`config.mk`:
```
export PLATFORM = sky130hd
export DESIGN_NAME = debounced_key_event_logger
export DESIGN_NICKNAME = d
export VERILOG_FILES = /design/src/rtl/dkel_pkg.sv /design/src/rtl/dkel_in_stage.sv /design/src/rtl/dkel_step.sv /design/src/rtl/debounced_key_event_logger.sv
export VERILOG_INCLUDE_DIRS = /design/src /design/src/rtl
export SDC_FILE = /design/constraint.sdc
export NUM_CORES = 1
export LEC_CHECK = 0
export BUFFER_PORTS_ARGS = -buffer_cell sky130_fd_sc_hd__buf_2
export CAP_MARGIN = 20
export CORE_UTILIZATION = 45
export CTS_CLUSTER_SIZE = 25
export DETAILED_ROUTE_END_ITERATION = 6
export GPL_TIMING_DRIVEN = 0
export SLEW_MARGIN = 30
export SYNTH_ARGS = -nofsm -noshare
export SYNTH_HDL_FRONTEND = slang
export SYNTH_SLANG_ARGS = --single-unit
export TNS_END_PERCENT = 1
```
`constraint.sdc`:
```
create_clock -name clk_i -period 4.4 [get_ports clk_i]
set_clock_uncertainty 0.1 [all_clocks]
set_input_delay 0.88 -clock clk_i [delete_from_list [all_inputs] [get_ports clk_i]]
set_output_delay 0.88 -clock clk_i [all_outputs]
set_load 0.05 [all_outputs]
```
`src/rtl/debounced_key_event_logger_assert.svh`:
```
// assertion macros used by the key event logger top level
`ifndef DEBOUNCED_KEY_EVENT_LOGGER_ASSERT_SVH
`define DEBOUNCED_KEY_EVENT_LOGGER_ASSERT_SVH

// same-cycle implication, checked outside reset
`define DKEL_ASSERT_NOW(lbl, clk, rst_n, ante, cons) \
  lbl: assert property (@(posedge clk) disable iff (!(rst_n)) (ante) |-> (cons)) \
    else $error("dkel assertion failed");

// next-cycle implication, checked outside reset
`define DKEL_ASSERT_NEXT(lbl, clk, rst_n, ante, cons) \
  lbl: assert property (@(posedge clk) disable iff (!(rst_n)) (ante) |=> (cons)) \
    else $error("dkel assertion failed");

`endif

```
`src/rtl/dkel_pkg.sv`:
```
// shared types and constants of the key event logger
package dkel_pkg;

  // action codes of an input item
  localparam logic [1:0] ACT_SAMPLE  = 2'd0;
  localparam logic [1:0] ACT_SEED    = 2'd1;
  localparam logic [1:0] ACT_RESTORE = 2'd2;

  localparam logic [7:0] HIST_ALL_HIGH = 8'hFF;
  localparam logic [7:0] HIST_ALL_LOW  = 8'h00;
  localparam logic [7:0] LOG_ERASED    = 8'hFF;

  typedef struct packed {
    logic [1:0] action;
    logic       key_level;
    logic [7:0] log_byte;
  } dkel_in_t;

  typedef struct packed {
    logic        event_valid;
    logic        event_value;
    logic        led_level;
    logic        erase_first;
    logic [11:0] write_offset;
    logic [3:0]  record_count;
    logic [9:0]  record_bits;
  } dkel_out_t;

endpackage

```
`src/rtl/dkel_in_stage.sv`:
```
// input register stage with valid/ready handshake
module dkel_in_stage (
  input  logic             clk_i,
  input  logic             rst_ni,
  input  logic             in_valid_i,
  output logic             in_ready_o,
  input  dkel_pkg::dkel_in_t in_data_i,
  input  logic             take_i,
  output logic             valid_o,
  output dkel_pkg::dkel_in_t data_o
);

  logic               valid_q, valid_d;
  dkel_pkg::dkel_in_t data_q;
  logic               in_fire;

  assign in_ready_o = !valid_q || take_i;
  assign in_fire    = in_valid_i && in_ready_o;

  always_comb begin
    valid_d = valid_q;
    if (in_fire) begin
      valid_d = 1'b1;
    end else if (take_i) begin
      valid_d = 1'b0;
    end
  end

  always_ff @(posedge clk_i or negedge rst_ni) begin
    if (!rst_ni) begin
      valid_q <= 1'b0;
    end else begin
      valid_q <= valid_d;
    end
  end

  // payload needs no reset
  always_ff @(posedge clk_i) begin
    if (in_fire) begin
      data_q <= in_data_i;
    end
  end

  assign valid_o = valid_q;
  assign data_o  = data_q;

endmodule

```
`src/rtl/dkel_step.sv`:
```
// next-state and result logic for one item
module dkel_step #(
  parameter int RECORD_DEPTH = 10,
  parameter int LOG_SIZE     = 4096,
  localparam int OW = $clog2(LOG_SIZE + 1),
  localparam int CW = $clog2(RECORD_DEPTH + 1)
) (
  input  dkel_pkg::dkel_in_t  item_i,
  input  logic [7:0]          hist_i,
  input  logic                stable_i,
  input  logic [RECORD_DEPTH-1:0] win_i,
  input  logic [CW-1:0]       cnt_i,
  input  logic [OW-1:0]       log_i,
  input  logic [OW-1:0]       pos_i,
  input  logic                scan_i,
  output logic [7:0]          hist_o,
  output logic                stable_o,
  output logic [RECORD_DEPTH-1:0] win_o,
  output logic [CW-1:0]       cnt_o,
  output logic [OW-1:0]       log_o,
  output logic [OW-1:0]       pos_o,
  output logic                scan_o,
  output dkel_pkg::dkel_out_t res_o
);

  logic [7:0]    hist_sh;
  logic          ev_valid, ev_value, erase, push, push_val;
  logic [OW-1:0] woff, base;

  always_comb begin
    hist_o   = hist_i;
    stable_o = stable_i;
    log_o    = log_i;
    pos_o    = pos_i;
    scan_o   = scan_i;
    ev_valid = 1'b0;
    ev_value = 1'b0;
    erase    = 1'b0;
    woff     = '0;
    push     = 1'b0;
    push_val = 1'b0;
    hist_sh  = {hist_i[6:0], item_i.key_level};
    base     = log_i;

    case (item_i.action)
      dkel_pkg::ACT_SAMPLE: begin
        scan_o = 1'b0;
        hist_o = hist_sh;
        if (hist_sh == dkel_pkg::HIST_ALL_LOW && stable_i) begin
          stable_o = 1'b0;
          ev_valid = 1'b1;
          ev_value = 1'b1;
        end else if (hist_sh == dkel_pkg::HIST_ALL_HIGH && !stable_i) begin
          stable_o = 1'b1;
          ev_valid = 1'b1;
          ev_value = 1'b0;
        end
        if (ev_valid) begin
          // full log wraps to the start after an erase
          if (log_i >= OW'(LOG_SIZE)) begin
            erase = 1'b1;
            base  = '0;
          end
          woff     = base;
          log_o    = base + OW'(1);
          push     = 1'b1;
          push_val = ev_value;
        end
      end
      dkel_pkg::ACT_SEED: begin
        stable_o = item_i.key_level;
        hist_o   = item_i.key_level ? dkel_pkg::HIST_ALL_HIGH : dkel_pkg::HIST_ALL_LOW;
      end
      dkel_pkg::ACT_RESTORE: begin
        if (scan_i) begin
          if (item_i.log_byte == dkel_pkg::LOG_ERASED) begin
            log_o  = pos_i;
            scan_o = 1'b0;
          end else begin
            push     = (item_i.log_byte[7:1] == 7'd0);
            push_val = item_i.log_byte[0];
            pos_o    = pos_i + OW'(1);
            if (pos_i + OW'(1) >= OW'(LOG_SIZE)) begin
              scan_o = 1'b0;
            end
          end
        end
      end
      default: begin
      end
    endcase
  end

  // recent event window: fill upward, then slide down
  always_comb begin
    win_o = win_i;
    cnt_o = cnt_i;
    if (push) begin
      if (cnt_i < CW'(RECORD_DEPTH)) begin
        for (int i = 0; i < RECORD_DEPTH; i++) begin
          if (cnt_i == CW'(i)) begin
            win_o[i] = push_val;
          end
        end
        cnt_o = cnt_i + CW'(1);
      end else begin
        for (int i = 0; i < RECORD_DEPTH - 1; i++) begin
          win_o[i] = win_i[i+1];
        end
        win_o[RECORD_DEPTH-1] = push_val;
      end
    end
  end

  always_comb begin
    res_o.event_valid  = ev_valid;
    res_o.event_value  = ev_value;
    res_o.led_level    = stable_o;
    res_o.erase_first  = erase;
    res_o.write_offset = 12'(woff);
    res_o.record_count = 4'(cnt_o);
    res_o.record_bits  = 10'(win_o);
  end

endmodule

```
`src/rtl/debounced_key_event_logger.sv`:
```
// top level of the debounced key event logger
//
//  channel | direction | handshake                 | payload
//  --------+-----------+---------------------------+---------------------
//  input   | in        | in_valid_i / in_ready_o   | in_data_i  (dkel_in_t)
//  result  | out       | out_valid_o / out_ready_i | out_data_o (dkel_out_t)
//
// one result per input item, one item per cycle sustained while out_ready_i is high
// each item passes the input register, then step logic into the result register
// state updates when an item leaves the input register, so back-to-back items chain
// a stalled result holds the result register and then the input register
// reset: history all ones, level released, window empty, log full, scan active
// no memory, so no clearing pass after reset
`include "debounced_key_event_logger_assert.svh"

module debounced_key_event_logger #(
  parameter int RECORD_DEPTH = 10,
  parameter int LOG_SIZE     = 4096
) (
  input  logic                clk_i,
  input  logic                rst_ni,
  input  logic                in_valid_i,
  output logic                in_ready_o,
  input  dkel_pkg::dkel_in_t  in_data_i,
  output logic                out_valid_o,
  input  logic                out_ready_i,
  output dkel_pkg::dkel_out_t out_data_o
);

  localparam int OW = $clog2(LOG_SIZE + 1);
  localparam int CW = $clog2(RECORD_DEPTH + 1);

  // input stage
  logic               s1_valid;
  dkel_pkg::dkel_in_t s1_data;
  logic               s1_take;
  logic               commit;

  // architectural state
  logic [7:0]              hist_q, hist_d;
  logic                    stable_q, stable_d;
  logic [RECORD_DEPTH-1:0] win_q, win_d;
  logic [CW-1:0]           cnt_q, cnt_d;
  logic [OW-1:0]           log_q, log_d;
  logic [OW-1:0]           pos_q, pos_d;
  logic                    scan_q, scan_d;

  // result register
  logic                out_valid_q, out_valid_d;
  dkel_pkg::dkel_out_t out_data_q;
  dkel_pkg::dkel_out_t res;

  // input register moves on whenever the result register is free or draining
  assign s1_take = !out_valid_q || out_ready_i;
  assign commit  = s1_valid && s1_take;

  dkel_in_stage u_in_stage (
    .clk_i      (clk_i),
    .rst_ni     (rst_ni),
    .in_valid_i (in_valid_i),
    .in_ready_o (in_ready_o),
    .in_data_i  (in_data_i),
    .take_i     (s1_take),
    .valid_o    (s1_valid),
    .data_o     (s1_data)
  );

  dkel_step #(
    .RECORD_DEPTH (RECORD_DEPTH),
    .LOG_SIZE     (LOG_SIZE)
  ) u_step (
    .item_i   (s1_data),
    .hist_i   (hist_q),
    .stable_i (stable_q),
    .win_i    (win_q),
    .cnt_i    (cnt_q),
    .log_i    (log_q),
    .pos_i    (pos_q),
    .scan_i   (scan_q),
    .hist_o   (hist_d),
    .stable_o (stable_d),
    .win_o    (win_d),
    .cnt_o    (cnt_d),
    .log_o    (log_d),
    .pos_o    (pos_d),
    .scan_o   (scan_d),
    .res_o    (res)
  );

  // result valid follows the input stage when it advances
  assign out_valid_d = s1_take ? s1_valid : out_valid_q;

  always_ff @(posedge clk_i or negedge rst_ni) begin
    if (!rst_ni) begin
      hist_q      <= dkel_pkg::HIST_ALL_HIGH;
      stable_q    <= 1'b1;
      win_q       <= '0;
      cnt_q       <= '0;
      log_q       <= OW'(LOG_SIZE);   // log treated as full until restored
      pos_q       <= '0;
      scan_q      <= 1'b1;
      out_valid_q <= 1'b0;
    end else begin
      out_valid_q <= out_valid_d;
      if (commit) begin
        hist_q   <= hist_d;
        stable_q <= stable_d;
        win_q    <= win_d;
        cnt_q    <= cnt_d;
        log_q    <= log_d;
        pos_q    <= pos_d;
        scan_q   <= scan_d;
      end
    end
  end

  // result payload, no reset needed
  always_ff @(posedge clk_i) begin
    if (commit) begin
      out_data_q <= res;
    end
  end

  assign out_valid_o = out_valid_q;
  assign out_data_o  = out_data_q;

  // a confirmed press leaves the level low, a release leaves it high
  `DKEL_ASSERT_NOW(a_event_level, clk_i, rst_ni, out_valid_o && out_data_o.event_valid, out_data_o.event_value != out_data_o.led_level)
  // an erase always restarts the log at offset zero
  `DKEL_ASSERT_NOW(a_erase_offset, clk_i, rst_ni, out_valid_o && out_data_o.erase_first, out_data_o.event_valid && out_data_o.write_offset == 12'd0)
  // no event means the event fields read as zero
  `DKEL_ASSERT_NOW(a_idle_fields, clk_i, rst_ni, out_valid_o && !out_data_o.event_valid, !out_data_o.erase_first && !out_data_o.event_value && out_data_o.write_offset == 12'd0)
  // window fill never exceeds its depth
  `DKEL_ASSERT_NOW(a_cnt_bound, clk_i, rst_ni, 1'b1, cnt_q <= CW'(RECORD_DEPTH))
  // after an appended event the next free offset is past the start
  `DKEL_ASSERT_NEXT(a_log_advance, clk_i, rst_ni, commit && res.event_valid, log_q != '0 && !scan_q)

endmodule
```
==> impl_metrics.csv, run 1 <==
group,metric,value,unit
run_status,outcome,"complete, no violations",
synthesis,yosysSeqAreaShare,54.39,%
sta,hold_viol,0,
grt,overflow,0,
synthesis,synth_area_leaders,"edfxtp_1 27%, dfrtp_1 22%, dfstp_2 5.7%, nor2_1 4.0%, o21ai_0 3.9%",
grt,antenna_found_initial,0,
route,vias,3492,
min_path,hold_end,"hist_q[6]$_DFFE_PN1P_",
sta,worstMarginPinSlew,0.7331,ns
placement,hpwl,6908,um
critical_path,rrSetupSlack,1.73,ns
synthesis,netlist_area,0.004633,mm^2
cells_and_area,fin_nets,523,
clock_tree,cts_inserted_buffers,9,
critical_path,critPathCaptureType,"register",
clock_tree,root_buffer,"clkbuf_8",
die,die-area,0.01071,mm^2
clock_tree,clk_pin_slew_worst_paths,0.09,ns
grt,grt_max_degree,52,
clock_tree,clock_path_buffers,2,
clock_tree,cts_resized,0,
cells_and_area,multi_input_comb_area,0.001966,mm^2
synthesis,synth_warnings,0,
synthesis,async_reset_ff_share,55.43,%
route,route.antenna.remaining_nets,0,
route,dr.pass1.iters,4,
critical_path,arrival,2.86,ns
critical_path,slowest_stage,"nor4_1",
placement,dp.cells,624,
sta,post-route-period-util,60.71,%
critical_path,required,4.58,ns
critical_path,worstPathMaxFanout,10,
grt,track_usage,19.99,%
critical_path,reg2reg_from,"log_q[12]$_DFFE_PN1P_",
placement,place_ws,1.626,ns
critical_path,critical_path.most_common_cell,"nor2b_1",
cells_and_area,num_antenna_cells,0,
die,die_h,103.5,um
synthesis,yosysUniqueCellTypes,63,
cells_and_area,design_area,0.005195,mm^2
critical_path,timing.critical_path.cells,"clkbuf_1 > nor2b_1 > ha_1 > nand3b_1 > nor4_1 > nor2b_1 > a32oi_1 > o21ai_0",
route,first_iter_violations,144,
cells_and_area,fillers,883,
synthesis,avgSynthCellArea,10.41,um^2
route,wl,9766,um
grt,grt_pass1_wl,16060,um
clock_tree,cts_tree,"yes",
die,num_rows,36,
cells_and_area,final_cells,640,
critical_path,worstSetupPathType,"reg2reg",
placement,placed_cell_area,0.005032,mm^2
sta,finalMaxSlewViolations,0,
cells_and_area,most-common-layout-cells,"49 x nor2_1, 46 x buf_2, 41 x dfrtp_1, 41 x edfxtp_1",
min_path,hp-start,"hist_q[6]$_DFFE_PN1P_",
synthesis,synth-seq-cells,92,
route,drcViolationCount,0,
run,maxCapViolations,0,
clock_tree,holdBufCountCts,0,
sta,fmax,374.4,MHz
synthesis,synth-edff-count,41,
sta,final-setup-viol-count,0,
clock_tree,clock-sinks,92,
die,fp.dieW,103.5,um
cells_and_area,seqCellArea,0.002520,mm^2
pwr,ir_drop,0.1527,mV
min_path,hold_class,"reg2reg",
die,core-area,0.009864,mm^2
die,io_pins,47,
critical_path,startpoint_type,"register",
min_path,hold_depth,2,
synthesis,synth_fp_nets,466,
sta,finalWorstSetupSlack,1.729,ns
critical_path,r2r_cells,8,
grt,grt_pass1_vias,3224,
synthesis,netlist_instances,445,
die,initial_core_util,46.97,%
pwr,power_density,325.5,mW/mm^2
synthesis,synth_top_area_share,26.57,%
placement,routabilityCongestion,0.8862,
critical_path,regToRegEndpoint,"log_q[12]$_DFFE_PN1P_",
critical_path,max_stage_delay,0.41,ns
sta,relSlewSlack,50.75,%
pwr,p_leak,2.084,nW
placement,port_buffers,46,
cells_and_area,areaGrowthSynthToFinish,12.13,%
sta,rsz0062_at_grt,"false",
cells_and_area,drive_above_1_share,18.93,%
sta,finalCriticalPeriod,2.671,ns
sta,setup_tns,0,ns
clock_tree,clk-insertion-delay-late,0.37,ns
clock_tree,cts_max_level,3,
synthesis,ys.flop_type,"edfxtp_1",
cells_and_area,final_common_cell,"nor2_1",
route,routed_via_density,5.456,
clock_tree,cts_setup_buffers,0,
route,wire_per_inst,15.26,um
synthesis,yosysTopAreaCell,"edfxtp_1",
[flip-flops by register name (all words and copies together), names as in the netlist]
register and count:
win_q 10, stable_q 1, log_q 13, u_in_stage.valid_o 1, cnt_q 4, pos_q 13, u_in_stage.data_o 11, scan_q 1
out_data_o 30, out_valid_o 1, hist_q 7
[synthesized netlist by cell type (all sizes together) (7+ instances only)]
library cell / n
xor2: 8
a31oi: 12
nor3: 14
and2: 10
dfrtp: 41
buf: 7
xnor2: 7
inv: 11
nor2: 51
nor4: 9
nand3: 7
edfxtp: 41
nand2b: 13
nor2b: 8
clkbuf: 13
dfstp: 10
nand2: 37
o21ai: 40
a21oi: 34
[worst max-delay path, delay by kind of cell, from the launching register on]
family | cells | cell delay, ns
flops | 1 | 0.40
compound gates | 2 | 0.32
buf+inv | 1 | 0.26
fa+ha+maj | 1 | 0.29
simple gates | 4 | 1.22
[power by group]
part / leakage, nW / switching [mW] / total [mW] / internal [mW]
clock: 0.0726 / 0.288 / 0.492 / 0.205
sequential: 1.04 / 0.0299 / 0.988 / 0.958
combinational: 0.969 / 0.154 / 0.210 / 0.0563
total: 2.08 / 0.471 / 1.69 / 1.22
[cells by family after synthesis]
logic type,synth area share (%)
and+or+nand+nor,19.98
AOI/OAI and AO/OA,16.53
DFF,54.39
buffers and inverters,3.186
xor gates and xnor gates,2.836
muxes,1.458
adders and majority gates,1.620
[through the flow]
step                utilization [%]  power (mW)  hold slack (ns)
floorplan                         -       1.156           0.3557
global placement              50.99       1.213           0.3848
detailed placement            51.01       1.218           0.3960
CTS                           52.66       1.706           0.4141
global route                  52.66       1.765           0.4201
finish                        52.66       1.691           0.4127
[worst max path at each step]
stage,start,endpoint,cells after the start
2_1_floorplan,out_ready_i,win_q[9]$_DFFE_PN0P_,7
3_3_place_gp,out_ready_i,win_q[9]$_DFFE_PN0P_,8
3_5_place_dp,out_ready_i,win_q[9]$_DFFE_PN0P_,8
4_1_cts,out_ready_i,in_ready_o,4
5_1_grt,log_q[12]$_DFFE_PN1P_,log_q[12]$_DFFE_PN1P_,8
6_report,log_q[12]$_DFFE_PN1P_,log_q[12]$_DFFE_PN1P_,8
[per-layer routing]
layer / wire length, um / vias to the layer above / global-route usage, %
met3: 423 / 14 / 4.234
met5: 0 / - / 0
met4: 175 / 0 / 8.992
met1: 4740 / 1643 / 27.47
met2: 4426 / 92 / 30.46
li1: - / 1743 / -
[layout make-up]
type / count / share of cell area [%]
repair buffers: 46 / 4.480
inverters: 11 / 0.7948
plain buffers: 20 / 2.047
multi-input cells: 322 / 37.84
clock buffers: 12 / 2.601
well taps: 133 / 3.203
flip-flops and latches: 92 / 48.51
clock inverters: 4 / 0.5299
Power figures use the tool's default switching activity.
==> run 2: changes to the inputs <==
==> constraint.sdc (replaced) <==
create_clock -name clk_i -period 2.75 [get_ports clk_i]
set_clock_uncertainty 0.1 [all_clocks]
set_input_delay 0.55 -clock clk_i [delete_from_list [all_inputs] [get_ports clk_i]]
set_output_delay 0.55 -clock clk_i [all_outputs]
set_load 0.05 [all_outputs]
==> run 2 against run 1 <==
Maximum frequency up 6.4%; flip-flop and latch count unchanged; die area unchanged; clock power up 60%; via count up 0.74%; critical path depth unchanged; global-route usage unchanged; cell count up 0.31%; largest cell class unchanged; worst hold slack worse by 0.29 ns; total power up 60%; count of clock-buffer cells in the layout unchanged.
==> impl_metrics.csv, run 2 (same netlist as run 1, synthesis figures left out) <==
group,metric,value,unit
cells_and_area,fillers,877,
die,core-area,0.009864,mm^2
placement,routabilityCongestion,0.8862,
grt,track_usage,19.99,%
clock_tree,clk-insertion-delay-late,0.37,ns
cells_and_area,design_area,0.005229,mm^2
cells_and_area,areaGrowthSynthToFinish,12.85,%
critical_path,required,2.93,ns
sta,rsz0062_at_grt,"false",
grt,grt_max_degree,52,
cells_and_area,seqCellArea,0.002520,mm^2
run_status,outcome,"complete, no violations",
critical_path,worstSetupPathType,"reg2reg",
run,maxCapViolations,0,
grt,grt_pass1_vias,3224,
placement,placed_cell_area,0.005032,mm^2
clock_tree,clock_path_buffers,2,
clock_tree,root_buffer,"clkbuf_8",
sta,holdWs,0.1230,ns
die,num_rows,36,
pwr,p_total,2.706,mW
die,fp.dieW,103.5,um
die,initial_core_util,46.97,%
route,wire_per_inst,15.30,um
critical_path,worstPathMaxFanout,10,
route,drcViolationCount,0,
critical_path,arrival,2.69,ns
route,routed_via_density,5.480,
cells_and_area,final_common_cell,"nor2_1",
pwr,ir_drop,0.2440,mV
placement,place_ws,0.1116,ns
sta,relSlewSlack,50.97,%
cells_and_area,fin_nets,525,
route,dr.pass1.iters,4,
critical_path,critPathCaptureType,"register",
clock_tree,cts_max_level,3,
sta,fmax,398.3,MHz
clock_tree,clk_pin_slew_worst_paths,0.08,ns
sta,post-route-period-util,91.29,%
critical_path,startpoint_type,"register",
grt,grt_pass1_wl,16060,um
die,die_h,103.5,um
route,route.antenna.remaining_nets,0,
placement,hpwl,6908,um
cells_and_area,most-common-layout-cells,"49 x nor2_1, 46 x buf_2, 41 x dfrtp_1, 41 x edfxtp_1",
sta,finalMaxSlewViolations,0,
die,io_pins,47,
placement,port_buffers,46,
route,first_iter_violations,158,
sta,final-setup-viol-count,0,
pwr,p_leak,2.096,nW
clock_tree,clock-sinks,92,
clock_tree,cts_tree,"yes",
route,wl,9825,um
sta,finalCriticalPeriod,2.511,ns
grt,antenna_found_initial,0,
pwr,power_density,517.5,mW/mm^2
min_path,hold_class,"in2async",
clock_tree,cts_inserted_buffers,9,
cells_and_area,num_antenna_cells,0,
grt,overflow,0,
sta,finalWorstSetupSlack,0.2394,ns
die,die-area,0.01071,mm^2
sta,setup_tns,0,ns
sta,worstMarginPinSlew,0.7299,ns
route,vias,3518,
cells_and_area,multi_input_comb_area,0.001983,mm^2
cells_and_area,largest_reg_flops,30,
cells_and_area,drive_above_1_share,19.84,%
sta,hold_viol,0,
-- run 2: stage by stage --
stage	utilization, %	cells
after floorplan	-	445
after global placement	50.99	624
after detailed placement	51.01	624
after CTS	52.66	640
after global routing	53.01	642
final	53.01	642
-- run 2: power breakdown --
part	total (mW)	switching (mW)	internal [mW]
clock	0.788	0.461	0.328
combinational	0.336	0.246	0.0902
sequential	1.58	0.0481	1.53
total	2.71	0.754	1.95
-- run 2: layout make-up --
| class | count | area share [%] |
|---|---|---|
| tap | 133 | 3.183 |
| buffer | 20 | 2.058 |
| inverter | 11 | 0.7897 |
| clock buffer | 12 | 2.584 |
| sequential | 92 | 48.19 |
| multi-input combinational | 322 | 37.93 |
| timing repair buffer | 48 | 4.738 |
| clock inverter | 4 | 0.5264 |
-- run 2: worst max-delay path, stage by stage, from the launching register on --
cell and delay (ns):
dfstp_2 0.40, clkbuf_2 0.22, nor2b_2 0.23, ha_1 0.28
nand3b_1 0.30, nor4_4 0.35, nor2b_1 0.22, a32oi_1 0.11
o21ai_0 0.22
-- run 2: per-layer routing --
| metal | share of wire, % | up-vias | global-route usage (%) | routed length, um |
|---|---|---|---|---|
| met5 | 0 | - | 0 | 0 |
| met4 | 1.6 | 0 | 8.992 | 154 |
| met3 | 4.4 | 12 | 4.234 | 437 |
| met2 | 45 | 101 | 30.46 | 4460 |
| met1 | 49 | 1651 | 27.47 | 4772 |
| li1 | - | 1754 | - | - |
-- run 2: timing repair --
item,in CTS,in global routing
endpoints found under the hold margin,0,0
endpoints found under the setup margin,0,3
resized for setup,0,5
hold buffers,0,0
setup buffers,0,2
-- run 2: final timing paths --
check / endpoint / depth (start not counted) / slack, ns / startpoint
min in group clk_i: u_in_stage.data_o[8]$_DFFE_PP_ / 1 / 0.25 / in_data_i[8]
min: win_q[6]$_DFFE_PN0P_ / 1 / 0.12 / rst_ni
max: log_q[12]$_DFFE_PN1P_ / 8 / 0.24 / log_q[12]$_DFFE_PN1P_
min reg2reg: hist_q[6]$_DFFE_PN1P_ / 2 / 0.41 / hist_q[6]$_DFFE_PN1P_
max in group asynchronous: pos_q[10]$_DFFE_PN0P_ / 1 / 1.97 / rst_ni
max reg2reg: log_q[12]$_DFFE_PN1P_ / 8 / 0.24 / log_q[12]$_DFFE_PN1P_
==> run 3: changes to the inputs <==
--- a/config.mk
+++ b/config.mk
@@ -6,12 +6,14 @@
 export SDC_FILE = /design/constraint.sdc
 export NUM_CORES = 1
 export LEC_CHECK = 0
+export ABC_AREA = 1
 export BUFFER_PORTS_ARGS = -buffer_cell sky130_fd_sc_hd__buf_2
 export CAP_MARGIN = 20
 export CORE_UTILIZATION = 45
 export CTS_CLUSTER_SIZE = 25
 export DETAILED_ROUTE_END_ITERATION = 6
 export GPL_TIMING_DRIVEN = 0
+export PLACE_DENSITY = 0.66
 export SLEW_MARGIN = 30
 export SYNTH_ARGS = -nofsm -noshare
 export SYNTH_HDL_FRONTEND = slang
==> constraint.sdc (replaced) <==
create_clock -name clk_i -period 2.25 [get_ports clk_i]
set_clock_uncertainty 0.1 [all_clocks]
set_input_delay 0.45 -clock clk_i [delete_from_list [all_inputs] [get_ports clk_i]]
set_output_delay 0.45 -clock clk_i [all_outputs]
set_load 0.05 [all_outputs]
==> run 3 against run 2 <==
Via count is 3.4% higher; synthesized area grew 1.7%; critical endpoint is now log_q[10]$_DFFE_PN0P_; count of clock-buffer cells in the layout decreased by 2; flip-flop and latch count stayed put; the flow now finishes with violations (hold timing); first-iteration DRC count rose by 12%; synthesized cell count is 23% higher; clock power grew 25%; sequential share of layout area shrank 0.48 points; global-route usage is 1.5 points lower; cell count is 16% higher; largest power group unchanged; cell area increased by 1.0%; worst setup slack worse by 0.0060 ns.
==> impl_metrics.csv, run 3 <==
group,metric,value,unit
route,routed_via_density,4.890,
cells_and_area,final_common_cell,"nand2_1",
sta,finalCriticalPeriod,2.017,ns
cells_and_area,seqCellArea,0.002520,mm^2
critical_path,worstSetupPathType,"reg2reg",
sta,holdWs,-0.001342,ns
critical_path,arrival,2.19,ns
synthesis,netlist_instances,549,
run_status,outcome,"complete, but fails checks",
cells_and_area,multi_input_comb_area,0.001883,mm^2
clock_tree,root_buffer,"clkbuf_8",
grt,grt_use_met2,28.57,%
min_path,hold_class,"in2async",
sta,fmax,495.9,MHz
cells_and_area,fillers,947,
die,num_rows,36,
pwr,p_leak,2.521,nW
pwr,power_density,1050,mW/mm^2
clock_tree,clk-insertion-delay-late,0.37,ns
run,maxCapViolations,0,
synthesis,netlist_area,0.004711,mm^2
route,dr.pass1.iters,4,
synthesis,synth_common_cells,"161 x nand2_1, 57 x inv_1, 51 x nor2_1",
die,initial_core_util,47.32,%
synthesis,yosysTopAreaCell,"edfxtp_1",
grt,grt_pass1_vias,3453,
cells_and_area,areaGrowthSynthToFinish,12.11,%
cells_and_area,drive_above_1_share,17.51,%
grt,antenna_found_initial,0,
route,wl,9305,um
synthesis,synth_top_area_share,26.14,%
synthesis,synth-edff-count,41,
synthesis,avgSynthCellArea,8.581,um^2
sta,hold_viol,2,
die,fp.dieW,104.3,um
die,die_h,104.3,um
clock_tree,holdBufCountCts,0,
clock_tree,cts_inserted_buffers,9,
critical_path,worstPathMaxFanout,9,
sta,rsz0062_at_grt,"false",
placement,hpwl,6731,um
placement,place_ws,-0.06342,ns
cells_and_area,most-common-layout-cells,"161 x nand2_1, 57 x inv_1, 52 x buf_2",
cells_and_area,num_antenna_cells,0,
clock_tree,clk_pin_slew_worst_paths,0.09,ns
clock_tree,clock-sinks,92,
synthesis,synth_area_leaders,"edfxtp_1 26%, dfrtp_1 22%, nand2_1 13%, dfstp_2 5.6%, inv_1 4.5%",
cells_and_area,final_util,53.05,%
grt,grt_max_degree,52,
placement,port_buffers,46,
pwr,ir_drop,0.3915,mV
synthesis,synth_fp_nets,570,
synthesis,yosysMostFrequentCell,"nand2_1",
sta,final-setup-viol-count,0,
synthesis,ys.flop_type,"edfxtp_1",
sta,finalMaxSlewViolations,0,
sta,worstMarginPinSlew,0.6692,ns
synthesis,async_reset_ff_share,55.43,%
critical_path,required,2.42,ns
cells_and_area,fin_nets,627,
critical_path,startpoint_type,"register",
grt,grt_pass1_wl,16090,um
clock_tree,clock_path_buffers,2,
synthesis,synth_warnings,0,
clock_tree,cts_setup_buffers,0,
sta,finalWorstSetupSlack,0.2334,ns
synthesis,synth-seq-cells,92,
grt,met3_usage,3.571,%
clock_tree,cts_tree,"yes",
route,wire_per_inst,12.51,um
die,core-area,0.009955,mm^2
route,route.antenna.remaining_nets,0,
cells_and_area,largest_reg_flops,30,
clock_tree,cts_max_level,3,
die,die-area,0.01088,mm^2
placement,routabilityCongestion,0.8219,
die,io_pins,47,
sta,relSlewSlack,55.39,%
sta,post-route-period-util,89.63,%
grt,track_usage,18.54,%
grt,overflow,0,
synthesis,yosysSeqAreaShare,53.49,%
route,first_iter_violations,177,
route,drcViolationCount,0,
run_status,violations,"hold timing",
synthesis,yosysUniqueCellTypes,41,
route,vias,3638,
grt,grt.busiest_layer,"met2",
critical_path,critPathCaptureType,"register",
grt,grt_util_met1,25.57,%
[run 3: repair_timing]
action / 4_1_cts / 5_1_grt
endpoints found under the hold margin: 0 / 0
resized for setup: 0 / 1
setup endpoints to repair: 0 / 31
[run 3: path summary, 6_finish.rpt]
path | slack [ns] | from | to | cells past startpoint
worst max-delay path | 0.23 | log_q[12]$_DFFE_PN1P_ | log_q[10]$_DFFE_PN0P_ | 12
max in group asynchronous | 1.60 | rst_ni | u_in_stage.valid_o$_DFFE_PN0P_ | 1
min in group clk_i | 0.15 | in_data_i[1] | u_in_stage.data_o[1]$_DFFE_PP_ | 1
worst min register to register | 0.40 | win_q[7]$_DFFE_PN0P_ | win_q[7]$_DFFE_PN0P_ | 2
worst max register to register | 0.23 | log_q[12]$_DFFE_PN1P_ | log_q[10]$_DFFE_PN0P_ | 12
worst min-delay path | -0.001 | rst_ni | win_q[0]$_DFFE_PN0P_ | 1
[run 3: routing by layer]
metal / vias to the layer above / share of wire, %
met2: 75 / 44
met1: 1655 / 50
met3: 13 / 4.2
li1: 1895 / -
met4: 0 / 1.7
met5: - / 0
[run 3: final cells by class]
| class | instances | share of cell area [%] |
|---|---|---|
| inverter | 59 | 4.193 |
| buffer | 16 | 1.682 |
| tap | 133 | 3.151 |
| timing repair buffer | 46 | 4.407 |
| multi-input combinational | 382 | 35.66 |
| clock buffer | 10 | 2.416 |
| clock inverter | 6 | 0.7818 |
| sequential | 92 | 47.71 |
[run 3: critical path, stage by stage (launching register included)]
cell and delay, ns:
dfstp_2 0.37, buf_2 0.17, nor2_1 0.17, ha_1 0.21, nand4_1 0.15, nor2_1 0.18, nand3_1 0.13, inv_1 0.13
nand2_1 0.06, nand3_1 0.06, nand3_1 0.07, nand2_1 0.07, nand2_1 0.04
[run 3: cells by family (layout without fill, tap and decap cells)]
group	count (synthesis)	after routing	synth area share [%]
multiplexers	2	2	0.4781
XOR/XNOR	14	14	2.603
buffers and inverters	75	137	6.534
AO/OA/AOI/OAI	74	74	8.898
AND/OR/NAND/NOR	286	286	26.40
flip-flops	92	92	53.49
adder cells (fa/ha/maj)	6	6	1.594
[run 3: report_power, final]
group / switching [mW] / leakage, nW / internal, mW
logic: 1.42 / 1.42 / 0.627
clock network: 0.588 / 0.0799 / 0.399
registers: 0.270 / 1.02 / 2.24
[run 3: per-stage QoR]
step           power, mW  hold WS [ns]  cell area [um^2]  setup TNS, ns  cells
2_1_floorplan      4.113       0.05441              4711              0    549
3_5_place_dp       4.587        0.3699              5110         -1.842    728
3_3_place_gp       4.522        0.3638              5107         -1.037    728
5_1_grt            5.968       0.05566              5281              0    744
6_report           5.547     -0.001342              5281              0    744
4_1_cts            5.574       0.03696              5279              0    744
